`src/swmf_pkg.sv`:
```
// ----------------------------------------------------------------------------
// swmf_pkg: shared types and constants of the window mean flux block
// widths, register indexes, queue entry and status bundles
// ----------------------------------------------------------------------------
package swmf_pkg;

   // field widths
   localparam int FLUX_BITS = 32;
   localparam int WAVE_BITS = 18;
   localparam int SUM_BITS  = 64;

   // derived widths
   localparam int SPAN_BITS = WAVE_BITS + 1;
   localparam int W2_BITS   = WAVE_BITS + 2;
   localparam int DIV_BITS  = SPAN_BITS + 2;
   localparam int PROD_BITS = FLUX_BITS + W2_BITS;
   localparam int WIDE_BITS = (PROD_BITS > SUM_BITS) ? PROD_BITS : SUM_BITS;
   localparam int CNT_BITS  = $clog2(SUM_BITS);

   // term queue between front and back
   localparam int QUEUE_DEPTH = 4;
   localparam int QPTR_BITS   = $clog2(QUEUE_DEPTH);

   // register port
   localparam int CSR_DATA_BITS = 32;
   localparam int CSR_ADDR_BITS = 3;
   localparam logic REG_WINDOW_START = 1'b0;
   localparam logic REG_WINDOW_END   = 1'b1;

   localparam logic [WAVE_BITS-1:0] WINDOW_START_RESET = WAVE_BITS'(72000);
   localparam logic [WAVE_BITS-1:0] WINDOW_END_RESET   = WAVE_BITS'(136000);

   typedef logic        [WAVE_BITS-1:0] wave_type;
   typedef logic signed [FLUX_BITS-1:0] flux_type;
   typedef logic signed [SUM_BITS-1:0]  sum_type;
   typedef logic signed [SPAN_BITS-1:0] span_type;
   typedef logic signed [W2_BITS-1:0]   w2_type;

   // one unit of work for the back end
   typedef struct packed {
      flux_type target;
      flux_type model;
      w2_type   w2;
      logic     acc;
      logic     finish;
      span_type span;
      logic     empty;
   } term_type;

   typedef struct packed {
      logic full;
      logic nonempty;
   } queue_status_type;

   typedef struct packed {
      logic busy;
      logic done;
   } div_status_type;

endpackage

```
`src/swmf_front.sv`:
```
// ----------------------------------------------------------------------------
// swmf_front: sample intake and window classification
// holds one sample back, forms its doubled bin width, tracks the window run
// and the span, and queues accumulate and finish terms for the back end
// ----------------------------------------------------------------------------
module swmf_front (
   input  logic                       clock,
   input  logic                       reset,
   input  swmf_pkg::wave_type         window_start,
   input  swmf_pkg::wave_type         window_end,
   input  logic                       push,
   output logic                       full,
   input  swmf_pkg::wave_type         wavelength,
   input  swmf_pkg::flux_type         target_flux,
   input  swmf_pkg::flux_type         model_flux,
   input  logic                       last_sample,
   input  swmf_pkg::queue_status_type q_status,
   output logic                       q_push,
   output swmf_pkg::term_type         q_data
);
   import swmf_pkg::*;

   wave_type before_ff, before_in;
   wave_type held_wl_ff, held_wl_in;
   flux_type held_t_ff, held_t_in;
   flux_type held_m_ff, held_m_in;
   logic     held_valid_ff, held_valid_in;
   logic     held_first_ff, held_first_in;
   logic     opened_ff, opened_in;
   logic     closed_ff, closed_in;
   wave_type first_ff, first_in;
   wave_type last_ff, last_in;
   logic     pending_ff, pending_in;

   logic     accept;
   logic     step;
   logic     finish;
   logic     take_reach;
   logic     take_close;
   logic     take_acc;
   span_type diff_held;
   span_type diff_new;
   span_type diff_before;
   w2_type   w2;
   logic     next_opened;
   wave_type next_first;
   wave_type next_last;
   span_type span;

   // handshake and step control
   always_comb begin
      full   = q_status.full || pending_ff;
      accept = push && !full;
      finish = pending_ff && !q_status.full;
      step   = (accept && held_valid_ff) || finish;
   end

   // window decision for the held sample
   always_comb begin
      take_reach = !closed_ff && (opened_ff || (held_wl_ff >= window_start));
      take_close = take_reach && (held_wl_ff >= window_end);
      take_acc   = take_reach && !(held_wl_ff >= window_end);
   end

   // doubled bin width of the held sample
   always_comb begin
      diff_new    = span_type'({1'b0, wavelength}) - span_type'({1'b0, held_wl_ff});
      diff_before = span_type'({1'b0, wavelength}) - span_type'({1'b0, before_ff});
      diff_held   = span_type'({1'b0, held_wl_ff}) - span_type'({1'b0, before_ff});
      if (pending_ff) begin
         w2 = held_first_ff ? '0 : w2_type'({diff_held, 1'b0});
      end else begin
         w2 = held_first_ff ? w2_type'({diff_new, 1'b0}) : w2_type'(diff_before);
      end
   end

   // span after this take
   always_comb begin
      next_opened = opened_ff || take_acc;
      next_first  = (take_acc && !opened_ff) ? held_wl_ff : first_ff;
      next_last   = take_acc ? held_wl_ff : last_ff;
      span        = span_type'({1'b0, next_last}) - span_type'({1'b0, next_first});
   end

   // queue entry
   always_comb begin
      q_push        = step && (finish || take_acc);
      q_data.target = held_t_ff;
      q_data.model  = held_m_ff;
      q_data.w2     = w2;
      q_data.acc    = take_acc;
      q_data.finish = finish;
      q_data.span   = span;
      q_data.empty  = !next_opened || (span == '0);
   end

   // spectrum state update
   always_comb begin
      before_in     = before_ff;
      held_wl_in    = held_wl_ff;
      held_t_in     = held_t_ff;
      held_m_in     = held_m_ff;
      held_valid_in = held_valid_ff;
      held_first_in = held_first_ff;
      opened_in     = opened_ff;
      closed_in     = closed_ff;
      first_in      = first_ff;
      last_in       = last_ff;
      pending_in    = pending_ff;
      if (step) begin
         if (take_close) begin
            closed_in = 1'b1;
         end
         opened_in = next_opened;
         first_in  = next_first;
         last_in   = next_last;
      end
      if (accept) begin
         if (held_valid_ff) begin
            before_in     = held_wl_ff;
            held_first_in = 1'b0;
         end
         held_wl_in    = wavelength;
         held_t_in     = target_flux;
         held_m_in     = model_flux;
         held_valid_in = 1'b1;
         pending_in    = last_sample;
      end
      // end of spectrum: start over
      if (finish) begin
         before_in     = '0;
         held_wl_in    = '0;
         held_valid_in = 1'b0;
         held_first_in = 1'b1;
         opened_in     = 1'b0;
         closed_in     = 1'b0;
         first_in      = '0;
         last_in       = '0;
         pending_in    = 1'b0;
      end
   end

   // control registers
   always_ff @(posedge clock) begin
      if (reset) begin
         before_ff     <= '0;
         held_wl_ff    <= '0;
         held_valid_ff <= 1'b0;
         held_first_ff <= 1'b1;
         opened_ff     <= 1'b0;
         closed_ff     <= 1'b0;
         first_ff      <= '0;
         last_ff       <= '0;
         pending_ff    <= 1'b0;
      end else begin
         before_ff     <= before_in;
         held_wl_ff    <= held_wl_in;
         held_valid_ff <= held_valid_in;
         held_first_ff <= held_first_in;
         opened_ff     <= opened_in;
         closed_ff     <= closed_in;
         first_ff      <= first_in;
         last_ff       <= last_in;
         pending_ff    <= pending_in;
      end
   end

   // held flux payload
   always_ff @(posedge clock) begin
      held_t_ff <= held_t_in;
      held_m_ff <= held_m_in;
   end

endmodule

```
`config.mk`:
```
export PLATFORM = sky130hd
export DESIGN_NAME = swmf_front
export DESIGN_NICKNAME = d
export VERILOG_FILES = /design/src/swmf_pkg.sv /design/src/swmf_front.sv
export SDC_FILE = /design/constraint.sdc
export NUM_CORES = 1
export LEC_CHECK = 0
export ABC_AREA = 1
export BUFFER_PORTS_ARGS = -buffer_cell sky130_fd_sc_hd__buf_4
export CORE_ASPECT_RATIO = 0.7
export CORE_UTILIZATION = 30
export CTS_CLUSTER_SIZE = 28
export DETAILED_ROUTE_END_ITERATION = 10
export GPL_TIMING_DRIVEN = 1
export PLACE_DENSITY = 0.51
export SLEW_MARGIN = 5
export SYNTH_ARGS = -nofsm -noshare
export SYNTH_HDL_FRONTEND = slang
export SYNTH_SLANG_ARGS = --single-unit
```
`constraint.sdc`:
```
create_clock -name clock -period 3.9 [get_ports clock]
set_input_delay 0.39 -clock clock [delete_from_list [all_inputs] [get_ports clock]]
set_output_delay 0.39 -clock clock [all_outputs]
set_load 0.01 [all_outputs]
```
==> results.tsv <==
stage	metric	value	unit
outcome	status	complete, but fails checks	
outcome	violations	negative setup slack	
min_path	hold_path_depth	1	
setup_path	cp.required	3.51	ns
cells_and_area	final_core_util	0.4535	
routing	drc	0	
setup_path	cp.arrival	4.07	ns
yosys	ys_warn_count	0	
floorplan	die_y	160.8	microns
setup_path	slowest_delay	0.40	ns
global_route	grt_max_degree	65	
setup_path	ff2ff_setup_slack	-0.56	ns
setup_path	crit_type	flop to output pin	
clock_tree	worstSkewPairLatency	0.44	ns
placement	io_buffer_count	230	
placement	hpwl	32.72	mm
routing	wl_per_cell	17.16	microns
power	ir_drop	0.0002983	V
yosys	async_flop_share	0	
placement	pre_cts_slack	-0.6073	ns
sta	tns	-5.405	ns
global_route	gr-total-overflow	0	
routing	vias	11667	
sta	max_freq	224.0	MHz
global_route	grt_pass1_vias	10713	
yosys	synth_ff_type	dfxtp_1	
routing	wirelength	41.34	mm
sta	finalClockSkew	0.009502	ns
yosys	ys_types	50	
sta	holdWs	0.1125	ns
sta	hold_viol	0	
sta	rsz0062_at_grt	true	
min_path	hold_start	target_flux[14]	
sta	maxSlewHeadroom	0.4066	
cells_and_area	drive_gt1_frac	0.3354	
clock_tree	cts_root_buffer	clkbuf_16	
sta	tightest_slew	0.8901	ns
yosys	synth_area	0.01080	sq mm
cells_and_area	synthToLayoutAreaGrowth	47.32	%
yosys	synth-edff-count	64	
global_route	grt_pass1_wl	61.28	mm
setup_path	r2r_end	first_ff[3]	
setup_path	r2r_start	held_wl_ff[10]	
setup_path	crit_path_end_kind	output pin	
placement	dp_cells	2337	
global_route	antenna_found_initial	0	
yosys	netlist_instances	1545	
routing	drtIter0Drc	1047	
min_path	hold_end	held_t_ff[14]	
min_path	hp-class	primary input to flop	
clock_tree	clk_pin_slew	0.07	ns
clock_tree	cts_tree	done	
setup_path	critPathMaxFanout	6	
yosys	synth-seq-cells	141	
sta	finalCritPeriodShare	1.145	
clock_tree	cts-buffers-inserted	17	
setup_path	cp-start-kind	flop	
setup_path	crit_top_cell	nand2_2	
routing	vias_per_cell	4.841	
setup_path	worstRegToRegCells	33	
floorplan	placementRows	57	
routing	drt_pass1_iterations	7	
power	powerDensity	391.1	mW/mm^2
floorplan	core-area	0.03509	sq mm
floorplan	boundaryPins	232	
cells_and_area	final_cells	2410	
floorplan	dieWidth	228.8	microns
setup_path	cp_slowest_cell	fa_2	
clock_tree	h-tree-depth	4	
sta	timing.final.crit_period	4.465	ns
cells_and_area	nets	2161	
clock_tree	cts.sinks	141	
sta	setup_violations	18	
yosys	syn_nets	1781	
cells_and_area	n_antenna_cell	0	
run	max-cap-violations	0	
floorplan	initial_core_util	0.3078	
global_route	gr-usage-all-layers	0.2168	
floorplan	die_area	0.03678	sq mm
placement	finalWeightedCongestion	0.9271	
sta	final_max_slew_viol_count	0	
yosys	ys_seq_area_frac	0.3206	
power	p_leak	7.698	nW
sta	worst_slack	-0.5645	ns
yosys	postSynthAreaPerCell	6.991	sq um
clock_tree	clockBufferDepth	2	
routing	drtAntennaViolNets	0	
[worst max path at each step]
| stage | startpoint | endpoint | slack (ns) | cells after the start |
|---|---|---|---|---|
| 5_1_grt | held_wl_ff[17] | q_data[0] | -0.86 | 29 |
| 3_5_place_dp | window_end[11] | q_data[0] | -0.61 | 25 |
| 2_1_floorplan | window_end[13] | q_data[0] | 0.17 | 27 |
| 4_1_cts | held_wl_ff[6] | q_data[0] | -0.53 | 29 |
| 6_report | held_wl_ff[10] | q_data[0] | -0.56 | 28 |
| 3_3_place_gp | window_end[11] | q_data[0] | -0.57 | 26 |
[cell families (layout without fill, tap and decap cells)]
kind of cell / Yosys count / count (layout) / share of synthesized area
AOI/OAI and AO/OA: 315 / 315 / 0.1555
xor gates and xnor gates: 13 / 13 / 0.01054
adders and majority gates: 112 / 112 / 0.1325
buffers and inverters: 258 / 650 / 0.1011
DFF: 141 / 141 / 0.3206
and+or+nand+nor: 706 / 707 / 0.2797
[sequential cells by signal, indices dropped and copies added (netlist names), 18 cells and up]
| register | cells |
|---|---|
| held_m_ff | 32 |
| held_t_ff | 32 |
| before_ff | 18 |
| first_ff | 18 |
| held_wl_ff | 18 |
| last_ff | 18 |
[synthesized netlist by cell type (all sizes together), types with 5 or more instances]
cell / instances / area [sq um]
nand2: 364 / 1376
inv: 215 / 807.0
nor2: 169 / 644.4
a21oi: 142 / 714.4
o21ai: 135 / 675.7
ha: 108 / 1351
nand3: 96 / 505.5
dfxtp: 77 / 1541
edfxtp: 64 / 1922
nand4: 33 / 227.7
and2: 20 / 125.1
buf: 20 / 150.1
clkbuf: 20 / 110.1
a21o: 13 / 97.59
nor3: 12 / 60.06
xnor2: 8 / 70.07
nand3b: 6 / 45.04
o31ai: 6 / 45.04
o21a: 5 / 37.54
or2: 5 / 31.28
xor2: 5 / 43.79
[timing repair]
item,CTS,global route
hold buffers,0,0
gates cloned,1,1
resized for setup,215,68
pin swaps,60,52
setup endpoints to repair,19,20
buffers inserted,43,6
[cells in the final DEF, fill, tap and decap left out, drive strengths merged, types with 2 or more instances in the layout]
| cell type | instances |
|---|---|
| o21ai | 135 |
| xnor2 | 8 |
| clkbuf | 17 |
| edfxtp | 64 |
| nor2 | 169 |
| dfxtp | 77 |
| o21bai | 4 |
| ha | 108 |
| a21o | 13 |
| nor3 | 12 |
| nand3 | 96 |
| or2 | 5 |
| and2 | 20 |
| a21oi | 142 |
| inv | 225 |
| a221oi | 3 |
| nand4 | 33 |
| xor2 | 5 |
| buf | 402 |
| nand3b | 6 |
| bufinv | 2 |
| o21a | 5 |
| o31ai | 6 |
| nand2 | 365 |
| a21boi | 2 |
| clkinvlp | 3 |
| fa | 4 |
[through the flow]
stage,instance area [sq um],power [W]
after global routing,15910,0.006563
final,15910,0.006224
after floorplan,10800,0.002904
after detailed placement,13850,0.004012
after CTS,15650,0.006053
after global placement,13850,0.004003
[critical path: cells and delay by family, from the launching register on]
kind | cells | cell delay [ns]
simple gates | 19 | 1.60
fa+ha+maj | 3 | 0.86
flops | 1 | 0.37
buf+inv | 5 | 0.59
compound gates | 1 | 0.21
[metal layers]
layer / routed length [microns] / global-route usage / vias to the layer above
li1: - / - / 5900
met1: 20980 / 0.3279 / 5463
met2: 17800 / 0.3193 / 285
met3: 2259 / 0.04102 / 19
met4: 308 / 0.03606 / 0
met5: 0 / 0 / -
[layout make-up]
cell class                 count  area [sq um]
clock buffer                  17         425.4
clock inverter                15         175.2
fill                        3511         19180
inverter                     216         813.3
multi-input combinational   1147          7273
sequential                   141          3498
tap                          472         590.6
timing repair buffer         402          3137
[report_power, final]
| group | internal [W] | switching, W |
|---|---|---|
| combinational | 0.00131 | 0.00155 |
| clock | 0.000967 | 0.000747 |
| sequential | 0.00162 | 0.0000401 |
| total | 0.00389 | 0.00233 |
No activity file was read; power rests on OpenSTA's default activity.
