==> config.mk <==
export PLATFORM = sky130hd
export DESIGN_NAME = swmf_queue
export DESIGN_NICKNAME = d
export VERILOG_FILES = /design/src/swmf_pkg.sv /design/src/swmf_queue.sv
export SDC_FILE = /design/constraint.sdc
export NUM_CORES = 1
export LEC_CHECK = 0
export ABC_CLOCK_PERIOD_IN_PS = 4500
export BUFFER_PORTS_ARGS = -buffer_cell sky130_fd_sc_hd__buf_2
export CAP_MARGIN = 20
export CORE_MARGIN = 2
export CORE_UTILIZATION = 52
export CTS_CLUSTER_SIZE = 25
export DETAILED_ROUTE_END_ITERATION = 16
export PLACE_DENSITY = 0.73
export SYNTH_ARGS = -nofsm -noshare
export SYNTH_HDL_FRONTEND = slang
export SYNTH_SLANG_ARGS = --single-unit
export TNS_END_PERCENT = 20
==> constraint.sdc <==
create_clock -name clock -period 4.5 [get_ports clock]
set_input_delay 1.125 -clock clock [delete_from_list [all_inputs] [get_ports clock]]
set_output_delay 1.125 -clock clock [all_outputs]
set_load 0.005 [all_outputs]
==> src/swmf_pkg.sv <==
// ----------------------------------------------------------------------------
// swmf_pkg: shared types and constants of the window mean flux block
// widths, register indexes, queue entry and status bundles
// ----------------------------------------------------------------------------
package swmf_pkg;

   // field widths
   localparam int FLUX_BITS = 32;
   localparam int WAVE_BITS = 18;
   localparam int SUM_BITS  = 64;

   // derived widths
   localparam int SPAN_BITS = WAVE_BITS + 1;
   localparam int W2_BITS   = WAVE_BITS + 2;
   localparam int DIV_BITS  = SPAN_BITS + 2;
   localparam int PROD_BITS = FLUX_BITS + W2_BITS;
   localparam int WIDE_BITS = (PROD_BITS > SUM_BITS) ? PROD_BITS : SUM_BITS;
   localparam int CNT_BITS  = $clog2(SUM_BITS);

   // term queue between front and back
   localparam int QUEUE_DEPTH = 4;
   localparam int QPTR_BITS   = $clog2(QUEUE_DEPTH);

   // register port
   localparam int CSR_DATA_BITS = 32;
   localparam int CSR_ADDR_BITS = 3;
   localparam logic REG_WINDOW_START = 1'b0;
   localparam logic REG_WINDOW_END   = 1'b1;

   localparam logic [WAVE_BITS-1:0] WINDOW_START_RESET = WAVE_BITS'(72000);
   localparam logic [WAVE_BITS-1:0] WINDOW_END_RESET   = WAVE_BITS'(136000);

   typedef logic        [WAVE_BITS-1:0] wave_type;
   typedef logic signed [FLUX_BITS-1:0] flux_type;
   typedef logic signed [SUM_BITS-1:0]  sum_type;
   typedef logic signed [SPAN_BITS-1:0] span_type;
   typedef logic signed [W2_BITS-1:0]   w2_type;

   // one unit of work for the back end
   typedef struct packed {
      flux_type target;
      flux_type model;
      w2_type   w2;
      logic     acc;
      logic     finish;
      span_type span;
      logic     empty;
   } term_type;

   typedef struct packed {
      logic full;
      logic nonempty;
   } queue_status_type;

   typedef struct packed {
      logic busy;
      logic done;
   } div_status_type;

endpackage

==> src/swmf_queue.sv <==
// ----------------------------------------------------------------------------
// swmf_queue: short term queue between front and back end
// first-in first-out store of four entries with occupancy count
// ----------------------------------------------------------------------------
module swmf_queue (
   input  logic                       clock,
   input  logic                       reset,
   input  logic                       push,
   input  swmf_pkg::term_type         wr_data,
   input  logic                       pop,
   output swmf_pkg::term_type         rd_data,
   output swmf_pkg::queue_status_type status
);
   import swmf_pkg::*;

   term_type               mem_ff [QUEUE_DEPTH];
   logic [QPTR_BITS-1:0]   wr_ptr_ff, wr_ptr_in;
   logic [QPTR_BITS-1:0]   rd_ptr_ff, rd_ptr_in;
   logic [QPTR_BITS:0]     count_ff, count_in;

   // pointer and count update
   always_comb begin
      wr_ptr_in = push ? wr_ptr_ff + 1'b1 : wr_ptr_ff;
      rd_ptr_in = pop ? rd_ptr_ff + 1'b1 : rd_ptr_ff;
      count_in  = count_ff;
      if (push && !pop) begin
         count_in = count_ff + 1'b1;
      end else if (pop && !push) begin
         count_in = count_ff - 1'b1;
      end
   end

   always_ff @(posedge clock) begin
      if (reset) begin
         wr_ptr_ff <= '0;
         rd_ptr_ff <= '0;
         count_ff  <= '0;
      end else begin
         wr_ptr_ff <= wr_ptr_in;
         rd_ptr_ff <= rd_ptr_in;
         count_ff  <= count_in;
      end
   end

   // entry storage
   always_ff @(posedge clock) begin
      if (push) begin
         mem_ff[wr_ptr_ff] <= wr_data;
      end
   end

   assign rd_data         = mem_ff[rd_ptr_ff];
   assign status.full     = (count_ff == (QPTR_BITS+1)'(QUEUE_DEPTH));
   assign status.nonempty = (count_ff != '0);

endmodule

==> impl_results.md, run 1 <==
- Run status: complete, no violations
- Final setup viols: 0
- CTS H-tree depth: 2
- Yosys cell types: 20
- CTS tree: done
- Slew HR: 0.471
- Vias in the first global route: 7449
- Placed cell area: 17300 um^2
- Post-synth top area share: 0.810
- Routability-driven placement congestion ratio: 0.690
- Cell taking the most area after synthesis: edfxtp_1
- Post-synth EDFFs: 424
- Ys flop type: edfxtp_1
- Final HPWL DP: 16500 um
- Final wirelength: 28100 um
- Pwr/cell area: 475 nW/um^2
- Clock Path Buffers: 3
- Int Pwr: 7060 uW
- Synth Net Count: 714
- Die height: 178 um
- Max Cap Viol: 0
- Clk_lat worst skew: 520 ps
- Post-Syn Area: 15700 um^2
- # hold bufs at CTS: 0
- Final Core Density: 0.628
- Placed Instances: 1193
- R2R depth: 4
- GRT Util Overall: 0.181
- Via density per instance: 5.49
- Synth Instances: 598
- Post-route ant nets: 0
- Routed WL per cell: 22.1 um
- Setup Buffers After CTS: 0
- CP Class: reg -> out
- Max frequency: 285 MHz
- Design Area, Final: 18700 um^2
- R2r startpoint: wr_ptr_ff[0]
- Reg2reg setup slack: 2520 ps
- Setup TNS Final: 0 ps
- CP Launch Type: flip-flop
- Sink Count: 433
- Gate power share: 0.085
- # IOs: 218
- Synth top area cells: edfxtp_1 81%, mux4_2 15%, dfxtp_1 1.1%, buf_8 0.48%, ha_1 0.40%
- Crit Path Max Fanout: 45
- Worst Hold Class: reg -> reg
- Non-Filler Instances: 1271
- Post-cts gate resize count: 0
- Root Driver: clkbuf_16
- Synthesized flop and latch total: 433
- Die width: 178 um
- Least-Margin Pin Slew: 793 ps
- Pin count of the biggest net entering global routing: 69
- P&R area growth vs syn: 18.8%
- Initial Utilization: 0.529
- End point of the worst hold path: count_ff[2]
- Crit path DAT: 2390 ps
- Final Cycle Share: 0.780
- Initial antenna violation count: 6
- Residual DRC: 0
- IO Port Bufs: 217
- Hold_ws: 510 ps
- DIE AREA: 31600 um^2
- Avg Cell Area, Syn: 26.3 um^2
- Clock period minus final worst setup slack: 3510 ps
- First-pass GRT wire length: 42800 um
- Sequential share of power: 0.530
- Leakage: 0.00629 uW
- Clock Power Share: 0.385
- Setup crit end kind: output pin
- RSZ-0062 raised after global routing: no
- NetSw: 1820 uW
- VDD IR max: 330 uV
- First drt pass iteration count: 4
- Global route total overflow: 0
- Yosys warns: 0
- Reg2reg end: mem_ff[0][90]
- Hold path depth: 2
- Core region area: 29700 um^2
- Share of flip-flops with an asynchronous set or reset: 0
- Final slew viol count: 0
- HP Start: count_ff[2]
- Clk_skew: 9.51 ps
- Register area share after synthesis: 0.821
- 1st-iter DRT viols: 460
- FP Rows: 63
- Switching share of power: 0.205
- Fillers: 1962
- CTS clk-pin slew, worst paths: 60 ps
- Layout cells sized above 1: 0.454
- Fin nets: 964
- Total number of vias: 6984
- Fin. Hold Viols: 0
- Total CTS buffers: 43
- Crit path required time: 3380 ps
[cell usage in the layout (no fill, tap or decap)]
cell / synthesis / layout
dfxtp_4: 0 / 2
edfxtp_1: 424 / 424
xor2_1: 3 / 3
ha_1: 5 / 5
clkinvlp_4: 0 / 1
and2_4: 0 / 4
buf_12: 0 / 6
bufinv_16: 0 / 4
a21oi_1: 1 / 1
mux2i_1: 2 / 2
clkinv_2: 0 / 7
clkinv_1: 0 / 10
buf_4: 0 / 7
inv_1: 4 / 4
fa_1: 1 / 1
buf_2: 12 / 217
dfxtp_1: 9 / 7
nor3b_1: 1 / 1
xnor2_1: 2 / 2
nor2_1: 7 / 7
mux4_2: 106 / 106
diode_2: 0 / 3
clkbuf_16: 0 / 45
nand2_1: 1 / 1
o21ai_0: 1 / 1
or3_1: 2 / 2
clkbuf_1: 7 / 8
[how the worst max path moves through the flow]
stage / start / endpoint / slack (ps) / cells past startpoint
final: flip-flop / rd_data[76] / 990 / 3
after global routing: flip-flop / rd_data[76] / 810 / 3
after CTS: flip-flop / rd_data[76] / 920 / 3
after detailed placement: flip-flop / rd_data[72] / 1480 / 3
after global placement: flip-flop / rd_data[76] / 1480 / 3
after floorplan: push / mem_ff[0][0] / 460 / 1
[power groups by stage]
| stage | combinational, uW | sequential (uW) | clock, uW |
|---|---|---|---|
| floorplan | 447 | 4770 | 0 |
| global placement | 762 | 4780 | 0 |
| detailed placement | 772 | 4790 | 0 |
| CTS | 777 | 4700 | 3500 |
| global route | 829 | 4720 | 3660 |
| finish | 754 | 4700 | 3420 |
[layout make-up]
| cell class | instances | area [um^2] | share of cell area |
|---|---|---|---|
| Antenna cell | 3 | 7.51 | 0.000402 |
| Clock buffer | 53 | 1160 | 0.0619 |
| Clock inverter | 22 | 200 | 0.0107 |
| Inverter | 4 | 15.0 | 0.000804 |
| Multi-Input combinational cell | 136 | 2630 | 0.141 |
| Sequential cell | 433 | 12900 | 0.692 |
| Tap cell | 390 | 488 | 0.0261 |
| Timing Repair Buffer | 230 | 1260 | 0.0674 |
[layer usage]
metal  up-vias  routed length, um  global-route usage
met1      3610              11300               0.235
met5         -                 36                   0
met4         6                603              0.0475
met2       239              13800               0.300
li1       3081                  -                   -
met3        48               2410              0.0581
[worst max-delay path, stage by stage (launching register included)]
cell and delay, ps:
dfxtp_4 650, buf_12 400, mux4_2 590, buf_2 150
[cell families (layout without fill, tap and decap cells)]
family	Yosys count	count (layout)	share of synthesized area
flops	433	433	0.821
mux	108	108	0.153
buf+inv	29	309	0.0119
simple gates	15	15	0.00478
fa+ha+maj	6	6	0.00525
xor+xnor	5	5	0.00279
compound gates	2	2	0.000636
other cells	0	3	0
[synth_stat cells (3+ instances only)]
cell type / instances
and2_1: 4
xor2_1: 3
clkbuf_1: 7
edfxtp_1: 424
nor2_1: 7
mux4_2: 106
inv_1: 4
buf_8: 5
ha_1: 5
dfxtp_1: 9
buf_2: 12
[registers in the layout, summed over array words and instances (netlist names), named ones only]
register   count
mem_ff       424
count_ff       3
rd_ptr_ff      2
wr_ptr_ff      2
[through the flow]
stage,setup WS [ps],total power (uW)
after detailed placement,1480,5560
after global routing,808,9200
after floorplan,456,5210
after global placement,1480,5540
after CTS,918,8980
final,990,8880
No activity file was read; power rests on OpenSTA's default activity.
==> inputs of run 2 (changes only) <==
--- a/config.mk
+++ b/config.mk
@@ -5,14 +5,14 @@
 export SDC_FILE = /design/constraint.sdc
 export NUM_CORES = 1
 export LEC_CHECK = 0
-export ABC_CLOCK_PERIOD_IN_PS = 4500
+export ABC_CLOCK_PERIOD_IN_PS = 3200
 export BUFFER_PORTS_ARGS = -buffer_cell sky130_fd_sc_hd__buf_2
 export CAP_MARGIN = 20
 export CORE_MARGIN = 2
-export CORE_UTILIZATION = 52
+export CORE_UTILIZATION = 51
 export CTS_CLUSTER_SIZE = 25
 export DETAILED_ROUTE_END_ITERATION = 16
-export PLACE_DENSITY = 0.73
+export PLACE_DENSITY = 0.75
 export SYNTH_ARGS = -nofsm -noshare
 export SYNTH_HDL_FRONTEND = slang
 export SYNTH_SLANG_ARGS = --single-unit
==> constraint.sdc (replaced) <==
create_clock -name clock -period 3.2 [get_ports clock]
set_input_delay 0.8 -clock clock [delete_from_list [all_inputs] [get_ports clock]]
set_output_delay 0.8 -clock clock [all_outputs]
set_load 0.005 [all_outputs]
==> run 2 against run 1 <==
Die area rose by 1.9%; global-route usage fell by 0.66 points; sequential power rose by 40%; cell count rose by 0.79%; critical path type unchanged.
==> impl_results.md, run 2 (synthesis results as in run 1) <==
- Post-cts gate resize count: 0
- NetSw: 2560 uW
- Sink Count: 433
- Clk_skew: 16.0 ps
- Non-Filler Instances: 1281
- DIE AREA: 32200 um^2
- Least-Margin Pin Slew: 666 ps
- GRT Util Overall: 0.175
- Run status: complete, no violations
- Biggest registers after layout: mem_ff x424, count_ff x3
- Final wirelength: 28000 um
- Global route total overflow: 0
- Max frequency: 336 MHz
- Clock period minus final worst setup slack: 2980 ps
- Setup Buffers After CTS: 0
- Routability-driven placement congestion ratio: 0.721
- Fin nets: 965
- 1st-iter DRT viols: 461
- Critical Path Slowest Stage Cell: dfxtp_4
- Worst Hold Class: in -> reg
- Final HPWL DP: 16400 um
- Post-route ant nets: 0
- Place WS: 739 ps
- Slew HR: 0.556
- Max FFs per register: 424
- Crit path DAT: 2180 ps
- Buf/Inv on CP: 2
- P&R area growth vs syn: 18.9%
- Sequential share of power: 0.539
- Critical path cell sequence: buf_4, mux4_2, buf_2
- Residual DRC: 0
- IO Port Bufs: 217
- Setup crit end kind: output pin
- Fillers: 2092
- Clock Power Share: 0.372
- CP Launch Type: flip-flop
- Final setup margin: 220 ps
- Initial antenna violation count: 5
- Placed Instances: 1200
- First drt pass iteration count: 5
- Layout cells sized above 1: 0.455
- Final slew viol count: 0
- Gate power share: 0.089
- # IOs: 218
- Setup TNS Final: 0 ps
- CTS clk-pin slew, worst paths: 60 ps
- FF+latch area: 12900 um^2
- # hold bufs at CTS: 0
- Final Cycle Share: 0.931
- Crit path required time: 2400 ps
- Root Driver: clkbuf_16
- Pwr/cell area: 655 nW/um^2
- Commonest non-fill, non-tap cell in the layout: edfxtp_1
- Die height: 180 um
- Critical path's top delay family: flip-flops
- Routed WL per cell: 21.8 um
- FP Rows: 64
- Switching share of power: 0.209
- RSZ-0062 raised after global routing: no
- Pin count of the biggest net entering global routing: 107
- Fin. Hold Viols: 0
- Int Pwr: 9680 uW
- Multi-input logic area: 2630 um^2
- Slowest stage delay, CP: 700 ps
- Most flop-heavy register: mem_ff
- CP Class: reg -> out
- Max Cap Viol: 0
- CTS tree: done
- Initial Utilization: 0.515
- Clock Path Buffers: 3
- Clk_lat worst skew: 530 ps
- Vias in the first global route: 7571
- Core region area: 30500 um^2
- First-pass GRT wire length: 43400 um
- Crit Path Max Fanout: 29
- Leakage: 0.00628 uW
- CTS H-tree depth: 2
- Die width: 180 um
- VDD IR max: 477 uV
- Commonest cells after routing, fill and taps aside: 424 x edfxtp_1, 217 x buf_2, 106 x mux4_2, 43 x clkbuf_16, 12 x buf_12
- Via density per instance: 5.46
- Total number of vias: 6988
- Final setup viols: 0
- Total CTS buffers: 43
==> run 2: layout make-up <==
type	instances	share of cell area
Antenna cell	5	0.000669
Clock buffer	55	0.0616
Clock inverter	21	0.00683
Inverter	4	0.000803
Multi-Input combinational cell	136	0.141
Sequential cell	433	0.691
Tap cell	396	0.0265
Timing Repair Buffer	231	0.0718
==> run 2: through the flow <==
stage	utilization	cell area [um^2]	total power (uW)	hold WS, ps
after floorplan	-	15700	7320	461
after global placement	0.570	17400	7810	480
after detailed placement	0.570	17400	7840	516
after CTS	0.612	18700	12400	458
after global routing	0.612	18700	12700	468
final	0.613	18700	12200	482
==> run 2: power by group through the flow <==
stage / logic (uW) / clock network (uW) / registers, uW
3_5_place_dp: 1120 / 0 / 6720
2_1_floorplan: 630 / 0 / 6690
6_report: 1090 / 4550 / 6600
5_1_grt: 1190 / 4880 / 6620
3_3_place_gp: 1100 / 0 / 6700
4_1_cts: 1120 / 4670 / 6600
==> run 2: layer usage <==
metal  track usage  up-vias  share of wire
li1              -     3090              -
met1         0.239     3589           0.41
met2         0.278      257           0.48
met3        0.0504       50          0.082
met4        0.0527        2          0.021
met5             0        -        0.00046
==> run 2: final timing paths <==
check	slack, ps	depth (start not counted)	start	end
hold / removal	480	1	wr_data[94]	mem_ff[0][94]
hold reg to reg	520	2	count_ff[2]	count_ff[2]
setup reg to reg	1520	4	wr_ptr_ff[0]	mem_ff[2][53]
setup / recovery	220	3	flip-flop	rd_data[79]
