### src/swmf_pkg.sv
// ----------------------------------------------------------------------------
// swmf_pkg: shared types and constants of the window mean flux block
// widths, register indexes, queue entry and status bundles
// ----------------------------------------------------------------------------
package swmf_pkg;

   // field widths
   localparam int FLUX_BITS = 32;
   localparam int WAVE_BITS = 18;
   localparam int SUM_BITS  = 64;

   // derived widths
   localparam int SPAN_BITS = WAVE_BITS + 1;
   localparam int W2_BITS   = WAVE_BITS + 2;
   localparam int DIV_BITS  = SPAN_BITS + 2;
   localparam int PROD_BITS = FLUX_BITS + W2_BITS;
   localparam int WIDE_BITS = (PROD_BITS > SUM_BITS) ? PROD_BITS : SUM_BITS;
   localparam int CNT_BITS  = $clog2(SUM_BITS);

   // term queue between front and back
   localparam int QUEUE_DEPTH = 4;
   localparam int QPTR_BITS   = $clog2(QUEUE_DEPTH);

   // register port
   localparam int CSR_DATA_BITS = 32;
   localparam int CSR_ADDR_BITS = 3;
   localparam logic REG_WINDOW_START = 1'b0;
   localparam logic REG_WINDOW_END   = 1'b1;

   localparam logic [WAVE_BITS-1:0] WINDOW_START_RESET = WAVE_BITS'(72000);
   localparam logic [WAVE_BITS-1:0] WINDOW_END_RESET   = WAVE_BITS'(136000);

   typedef logic        [WAVE_BITS-1:0] wave_type;
   typedef logic signed [FLUX_BITS-1:0] flux_type;
   typedef logic signed [SUM_BITS-1:0]  sum_type;
   typedef logic signed [SPAN_BITS-1:0] span_type;
   typedef logic signed [W2_BITS-1:0]   w2_type;

   // one unit of work for the back end
   typedef struct packed {
      flux_type target;
      flux_type model;
      w2_type   w2;
      logic     acc;
      logic     finish;
      span_type span;
      logic     empty;
   } term_type;

   typedef struct packed {
      logic full;
      logic nonempty;
   } queue_status_type;

   typedef struct packed {
      logic busy;
      logic done;
   } div_status_type;

endpackage

### src/swmf_divider.sv
// ----------------------------------------------------------------------------
// swmf_divider: shared restoring divider for both window sums
// one quotient bit per cycle, magnitude division by four times the span,
// signed and saturated to the flux range at the end
// ----------------------------------------------------------------------------
module swmf_divider (
   input  logic                     clock,
   input  logic                     reset,
   input  logic                     start,
   input  swmf_pkg::sum_type        dividend_a,
   input  swmf_pkg::sum_type        dividend_b,
   input  swmf_pkg::span_type       span,
   output swmf_pkg::div_status_type status,
   output swmf_pkg::flux_type       level_a,
   output swmf_pkg::flux_type       level_b
);
   import swmf_pkg::*;

   logic                busy_ff, busy_in;
   logic                done_ff, done_in;
   logic [CNT_BITS-1:0] cnt_ff, cnt_in;
   logic [SUM_BITS-1:0] dvd_a_ff, dvd_b_ff;
   logic [DIV_BITS-1:0] rem_a_ff, rem_b_ff;
   logic [DIV_BITS-1:0] dvsr_ff;
   logic                neg_a_ff, neg_b_ff;

   logic [SUM_BITS-1:0]          mag_a;
   logic [SUM_BITS-1:0]          mag_b;
   logic [SPAN_BITS-1:0]         mag_span;
   logic [DIV_BITS+SUM_BITS-1:0] step_a;
   logic [DIV_BITS+SUM_BITS-1:0] step_b;

   // one restoring step: returns {remainder, shifted dividend with quotient bit}
   function automatic logic [DIV_BITS+SUM_BITS-1:0] div_step(
      input logic [DIV_BITS-1:0] rem,
      input logic [SUM_BITS-1:0] dvd,
      input logic [DIV_BITS-1:0] dvsr
   );
      logic [DIV_BITS:0]   shifted;
      logic [DIV_BITS:0]   diff;
      logic [DIV_BITS-1:0] rem_n;
      logic                qbit;
      shifted = {rem, dvd[SUM_BITS-1]};
      diff    = shifted - {1'b0, dvsr};
      qbit    = (shifted >= {1'b0, dvsr});
      rem_n   = qbit ? diff[DIV_BITS-1:0] : shifted[DIV_BITS-1:0];
      return {rem_n, dvd[SUM_BITS-2:0], qbit};
   endfunction

   // signed level from quotient magnitude, clamped to the flux range
   function automatic flux_type sat_level(input logic [SUM_BITS-1:0] q, input logic neg);
      logic [SUM_BITS-1:0] fmax;
      fmax = {{(SUM_BITS-FLUX_BITS+1){1'b0}}, {(FLUX_BITS-1){1'b1}}};
      if (neg) begin
         if (q > fmax + 1'b1) begin
            return {1'b1, {(FLUX_BITS-1){1'b0}}};
         end
         return (~q[FLUX_BITS-1:0]) + 1'b1;
      end
      if (q > fmax) begin
         return {1'b0, {(FLUX_BITS-1){1'b1}}};
      end
      return q[FLUX_BITS-1:0];
   endfunction

   // operand magnitudes
   always_comb begin
      mag_a    = dividend_a[SUM_BITS-1] ? (~dividend_a + 1'b1) : dividend_a;
      mag_b    = dividend_b[SUM_BITS-1] ? (~dividend_b + 1'b1) : dividend_b;
      mag_span = span[SPAN_BITS-1] ? (~span + 1'b1) : span;
      step_a   = div_step(rem_a_ff, dvd_a_ff, dvsr_ff);
      step_b   = div_step(rem_b_ff, dvd_b_ff, dvsr_ff);
   end

   // iteration control
   always_comb begin
      busy_in = busy_ff;
      done_in = 1'b0;
      cnt_in  = cnt_ff;
      if (start) begin
         busy_in = 1'b1;
         cnt_in  = CNT_BITS'(SUM_BITS - 1);
      end else if (busy_ff) begin
         cnt_in = cnt_ff - 1'b1;
         if (cnt_ff == '0) begin
            busy_in = 1'b0;
            done_in = 1'b1;
         end
      end
   end

   always_ff @(posedge clock) begin
      if (reset) begin
         busy_ff <= 1'b0;
         done_ff <= 1'b0;
         cnt_ff  <= '0;
      end else begin
         busy_ff <= busy_in;
         done_ff <= done_in;
         cnt_ff  <= cnt_in;
      end
   end

   // datapath registers
   always_ff @(posedge clock) begin
      if (start) begin
         dvd_a_ff <= mag_a;
         dvd_b_ff <= mag_b;
         rem_a_ff <= '0;
         rem_b_ff <= '0;
         dvsr_ff  <= {mag_span, 2'b00};
         neg_a_ff <= dividend_a[SUM_BITS-1] ^ span[SPAN_BITS-1];
         neg_b_ff <= dividend_b[SUM_BITS-1] ^ span[SPAN_BITS-1];
      end else if (busy_ff) begin
         {rem_a_ff, dvd_a_ff} <= step_a;
         {rem_b_ff, dvd_b_ff} <= step_b;
      end
   end

   assign status.busy = busy_ff;
   assign status.done = done_ff;
   assign level_a     = sat_level(dvd_a_ff, neg_a_ff);
   assign level_b     = sat_level(dvd_b_ff, neg_b_ff);

endmodule

### src/swmf_back.sv
// ----------------------------------------------------------------------------
// swmf_back: multiply-accumulate and result stage
// pops terms, forms saturated flux times width products, accumulates both sums
// and on a nonempty finish term hands them to the divider; holds the result
// ----------------------------------------------------------------------------
module swmf_back (
   input  logic                       clock,
   input  logic                       reset,
   input  swmf_pkg::queue_status_type q_status,
   input  swmf_pkg::term_type         q_data,
   output logic                       q_pop,
   output logic                       empty,
   input  logic                       pop,
   output swmf_pkg::flux_type         target_level,
   output swmf_pkg::flux_type         model_level,
   output logic                       empty_window
);
   import swmf_pkg::*;

   typedef struct packed {
      sum_type  prod_t;
      sum_type  prod_m;
      logic     acc;
      logic     finish;
      span_type span;
      logic     empty;
   } stage_type;

   stage_type      s1_ff, s1_in;
   logic           s1_valid_ff, s1_valid_in;
   sum_type        sum_t_ff, sum_t_in;
   sum_type        sum_m_ff, sum_m_in;
   flux_type       res_t_ff, res_t_in;
   flux_type       res_m_ff, res_m_in;
   logic           res_empty_ff, res_empty_in;
   logic           res_valid_ff, res_valid_in;

   logic           fin_block;
   logic           s1_consume;
   logic           fire;
   logic           div_start;
   sum_type        add_t;
   sum_type        add_m;
   div_status_type div_status;
   flux_type       div_level_t;
   flux_type       div_level_m;

   // flux times doubled width, clamped to the sum range
   function automatic sum_type sat_term(input flux_type f, input w2_type w);
      logic signed [PROD_BITS-1:0] p;
      logic signed [WIDE_BITS-1:0] pw;
      logic signed [WIDE_BITS-1:0] smax;
      logic signed [WIDE_BITS-1:0] smin;
      p    = f * w;
      pw   = WIDE_BITS'(p);
      smax = WIDE_BITS'($signed({1'b0, {(SUM_BITS-1){1'b1}}}));
      smin = WIDE_BITS'($signed({1'b1, {(SUM_BITS-1){1'b0}}}));
      if (pw > smax) begin
         return smax[SUM_BITS-1:0];
      end
      if (pw < smin) begin
         return smin[SUM_BITS-1:0];
      end
      return pw[SUM_BITS-1:0];
   endfunction

   // saturating accumulate
   function automatic sum_type sat_add(input sum_type a, input sum_type b);
      logic signed [SUM_BITS:0] s;
      s = a + b;
      if (s[SUM_BITS] != s[SUM_BITS-1]) begin
         return s[SUM_BITS] ? {1'b1, {(SUM_BITS-1){1'b0}}} : {1'b0, {(SUM_BITS-1){1'b1}}};
      end
      return s[SUM_BITS-1:0];
   endfunction

   // stage control: a finish term waits for divider and result register
   always_comb begin
      fin_block   = div_status.busy || div_status.done || res_valid_ff;
      s1_consume  = !(s1_valid_ff && s1_ff.finish && fin_block);
      q_pop       = q_status.nonempty && (!s1_valid_ff || s1_consume);
      fire        = s1_valid_ff && s1_consume;
      div_start   = fire && s1_ff.finish && !s1_ff.empty;
      s1_valid_in = q_pop ? 1'b1 : (s1_consume ? 1'b0 : s1_valid_ff);
   end

   // product stage
   always_comb begin
      s1_in        = s1_ff;
      if (q_pop) begin
         s1_in.prod_t = sat_term(q_data.target, q_data.w2);
         s1_in.prod_m = sat_term(q_data.model, q_data.w2);
         s1_in.acc    = q_data.acc;
         s1_in.finish = q_data.finish;
         s1_in.span   = q_data.span;
         s1_in.empty  = q_data.empty;
      end
   end

   // accumulate stage and result register
   always_comb begin
      add_t        = s1_ff.acc ? sat_add(sum_t_ff, s1_ff.prod_t) : sum_t_ff;
      add_m        = s1_ff.acc ? sat_add(sum_m_ff, s1_ff.prod_m) : sum_m_ff;
      sum_t_in     = sum_t_ff;
      sum_m_in     = sum_m_ff;
      res_t_in     = res_t_ff;
      res_m_in     = res_m_ff;
      res_empty_in = res_empty_ff;
      res_valid_in = res_valid_ff;
      if (fire) begin
         if (s1_ff.finish) begin
            sum_t_in = '0;
            sum_m_in = '0;
            if (s1_ff.empty) begin
               res_t_in     = '0;
               res_m_in     = '0;
               res_empty_in = 1'b1;
               res_valid_in = 1'b1;
            end
         end else begin
            sum_t_in = add_t;
            sum_m_in = add_m;
         end
      end
      if (div_status.done) begin
         res_t_in     = div_level_t;
         res_m_in     = div_level_m;
         res_empty_in = 1'b0;
         res_valid_in = 1'b1;
      end
      if (pop && res_valid_ff) begin
         res_valid_in = 1'b0;
      end
   end

   always_ff @(posedge clock) begin
      if (reset) begin
         s1_valid_ff  <= 1'b0;
         sum_t_ff     <= '0;
         sum_m_ff     <= '0;
         res_valid_ff <= 1'b0;
      end else begin
         s1_valid_ff  <= s1_valid_in;
         sum_t_ff     <= sum_t_in;
         sum_m_ff     <= sum_m_in;
         res_valid_ff <= res_valid_in;
      end
   end

   // payload registers
   always_ff @(posedge clock) begin
      s1_ff        <= s1_in;
      res_t_ff     <= res_t_in;
      res_m_ff     <= res_m_in;
      res_empty_ff <= res_empty_in;
   end

   swmf_divider u_divider (
      .clock      (clock),
      .reset      (reset),
      .start      (div_start),
      .dividend_a (add_t),
      .dividend_b (add_m),
      .span       (s1_ff.span),
      .status     (div_status),
      .level_a    (div_level_t),
      .level_b    (div_level_m)
   );

   assign empty        = !res_valid_ff;
   assign target_level = res_t_ff;
   assign model_level  = res_m_ff;
   assign empty_window = res_empty_ff;

   // no pop from an empty queue
   a_pop_nonempty: assert property (@(posedge clock) disable iff (reset)
      q_pop |-> q_status.nonempty)
      else $error("term popped from empty queue");

   // divider only started when idle
   a_div_idle: assert property (@(posedge clock) disable iff (reset)
      div_start |-> (!div_status.busy && !div_status.done))
      else $error("divider restarted while busy");

   // a divider result never lands on a waiting result
   a_res_free: assert property (@(posedge clock) disable iff (reset)
      div_status.done |-> !res_valid_ff)
      else $error("result register overwritten");

   // empty window finish gives a result next cycle
   a_empty_result: assert property (@(posedge clock) disable iff (reset)
      (fire && s1_ff.finish && s1_ff.empty) |=> (res_valid_ff && res_empty_ff))
      else $error("empty window result missing");

endmodule

### config.mk
export PLATFORM = sky130hd
export DESIGN_NAME = swmf_back
export DESIGN_NICKNAME = d
export VERILOG_FILES = /design/src/swmf_pkg.sv /design/src/swmf_divider.sv /design/src/swmf_back.sv
export SDC_FILE = /design/constraint.sdc
export NUM_CORES = 2
export LEC_CHECK = 0
export ABC_AREA = 1
export BUFFER_PORTS_ARGS = -buffer_cell sky130_fd_sc_hd__buf_4
export CAP_MARGIN = 5
export CORE_AREA = 3 3 385 387
export CTS_BUF_LIST = sky130_fd_sc_hd__clkbuf_4 sky130_fd_sc_hd__clkbuf_8
export DETAILED_ROUTE_END_ITERATION = 8
export DIE_AREA = 0 0 388 390
export GPL_TIMING_DRIVEN = 0
export HOLD_SLACK_MARGIN = 0.12
export PLACE_DENSITY = 0.76
export SLEW_MARGIN = 30
export SYNTH_ARGS = -nofsm -noshare
export SYNTH_HDL_FRONTEND = slang
export SYNTH_SLANG_ARGS = --single-unit
### constraint.sdc
create_clock -name clock -period 13.3 [get_ports clock]
set_clock_uncertainty 0.2 [all_clocks]
set_input_delay 0.665 -clock clock [delete_from_list [all_inputs] [get_ports clock]]
set_output_delay 0.665 -clock clock [all_outputs]
set_load 0.005 [all_outputs]
==> results.toml <==
[hold_path]
hp-class = "reg -> reg"

[drt]
final_antenna_net_count = 0
wl_um = 294000
drtIter0Drc = 7532
via_per_inst = 5.54
routedWlPerCell_um = 20.9
first_pass_iters = 8
vias = 78132
drc = 0

[clock_tree]
clk_latency_ns = 0.76
clkSinkCount = 522
cts_root_buf = "clkbuf_8"
htreeDepth = 3
clkSlewWorstSetupHoldPaths_ns = 0.06
numCtsBuffers = 81
cts_tree = "built"
cts.path.max_buffers = 3
cts_resized = 0

[global_route]
grt_pass1_vias = 78387
grt_pass1_wl_um = 451000
overflow = 0
grt_use_total_pct = 38.9
grt_max_degree = 71
antenna_found_initial = 7

[finish]
fin_area_mm2 = 0.0922
drive_gt1_share_pct = 4.80
syn_to_final_growth_pct = 6.31
layout_commonest_cell = "nand2_1"
fillers = 13199
final_nets = 13924
mostFrequentLayoutCells = "nand2_1, inv_1, fa_1"

[yosys]
synth_nets = 13713
synthSimpleGateAreaFrac_pct = 23.2
synth.distinct_cells = 67
yosysTopAreaCell = "fa_1"
synth-async-reset-ratio_pct = 0
synth.area.top_cells = "fa_1, nand2_1, inv_1"
synthAdderAreaFrac_pct = 35.7
synthXorXnorAreaFrac_pct = 3.45
synth-main-ff-cell = "edfxtp_1"
synth.avg_cell_area_um2 = 7.29
synth_top_area_share_pct = 29.5
synthMuxAreaShare_pct = 0
synth-seq-cells = 522
yosysWarnings = 0
synth_area_mm2 = 0.0867
synth_edf_count = 341
synth_top_family_by_area = "adder cells"
synthCells = 11891
synth_compound_area_share_pct = 7.44
ys_seq_area_share_pct = 16.0

[worst_setup_path]
slowest_stage = "clkbuf_1"
end_kind = "flip-flop"
cp_max_fo = 10
arrival_ns = 9.08
critPathTopFamily = "adder cells"
slowest_delay_ns = 0.84
cp-start-kind = "primary input"
path_class = "in -> reg"
cp_common_cell = "fa_1"
cp.required_ns = 13.58
crit_buf_inv = 6

[placement]
dp_hpwl_um = 247000
gp_congestion = 1.02
io_buffers = 92
postPlaceCellArea_mm2 = 0.0901

[die]
boundaryPins = 178
die_area_mm2 = 0.151
rows = 140
die_h_um = 390
core_area_mm2 = 0.145
die_w_um = 388
initial_core_util_pct = 59.7

[timing]
layout_min_cycle_time_ns = 8.79
hold_viol = 0
setup_viol = 0
tightest_slew_ns = 1.12
report.final.slew_viol_count = 0
fin_crit_sh_pct = 66.1
rsz0062_at_grt = "no"
fmax_mhz = 114
fin_setup_tns_ns = 0
relSlewSlack_pct = 25.5

[flow_run]
maxCapViolCount = 0

[outcome]
status = "complete, no violations"
==> metrics by stage <==
step,worst slack [ns],cells,hold WS (ns),utilization (%)
floorplan,5.74,11891,0.204,-
global placement,3.59,13900,0.240,61.8
detailed placement,3.99,13912,0.261,62.1
CTS,4.80,14087,0.272,63.4
global route,4.43,14089,0.290,63.5
finish,4.51,14092,0.273,63.5
==> area by class of cell <==
type,instances,area [um^2],area share [%]
buffer,448,1890,2.05
antenna,5,12.5,0.0136
tap,1917,2400,2.60
clock inverter,36,328,0.356
inverter,2783,10500,11.3
timing repair buffer,128,1210,1.31
sequential,522,13900,15.0
clock buffer,115,1430,1.55
multi-input combinational,8138,60600,65.7
==> path summary, 6_finish.rpt <==
kind,end,from,cells after the start,slack [ns]
max reg2reg,u_divider.dvd_a_ff[54],s1_ff[148],24,7.93
min,u_divider.rem_b_ff[3],u_divider.rem_b_ff[3],2,0.27
max,s1_ff[72],q_data[38],29,4.51
min reg2reg,u_divider.rem_b_ff[3],u_divider.rem_b_ff[3],2,0.27
==> registers in the layout (all words and copies together), names as in the netlist, 21 cells and up <==
signal and cells:
model_level 32, sum_m_ff 64, u_divider.rem_b_ff 21, sum_t_ff 64
target_level 32, u_divider.dvd_b_ff 64, u_divider.rem_a_ff 21, s1_ff 128
u_divider.dvd_a_ff 64
==> metal layers <==
layer | global-route usage, % | wire length, um | vias to the layer above
met5 | 0 | 55 | -
met4 | 20.9 | 18400 | 8
met3 | 7.20 | 28800 | 763
met2 | 61.0 | 129000 | 3938
met1 | 51.5 | 117000 | 37411
li1 | - | - | 36012
==> Yosys cell counts, drive strengths merged (7+ instances only) <==
library cell  instances
edfxtp              341
nor3                 71
o21a                 14
o21bai               51
and2                  7
xnor2               116
clkbuf              385
nand3               416
nand2              3412
a31o                  7
o21ai               377
a21boi               21
dfxtp               181
nand3b               24
ha                  435
xor2                225
nor4                 33
a31oi                55
a21o                 14
o31ai                 9
fa                 1276
o211ai               23
nand4                84
or2                 100
nor2                763
a21oi               563
buf                  63
inv                2781
==> worst register-to-register path, delay by kind of cell, from the launching register on <==
family                   cells  cell delay (ns)
AO/OA/AOI/OAI                5             1.17
flip-flops                   1             0.61
buffers and inverters        1             0.17
adder cells (fa/ha/maj)      2             0.78
AND/OR/NAND/NOR             16             2.20
==> repair_timing <==
item,CTS,global route
buffers inserted,0,0
hold buffers,24,0
endpoints found under the hold margin,24,0
==> cell families after synthesis <==
group / count (synthesis)
and+or+nand+nor: 4920
buffers and inverters: 3231
adders and majority gates: 1711
AOI/OAI and AO/OA: 1166
DFF: 522
xor gates and xnor gates: 341
Power is not shown: default switching activity piles up to over one toggle a cycle in this logic, so the estimate is an artifact.
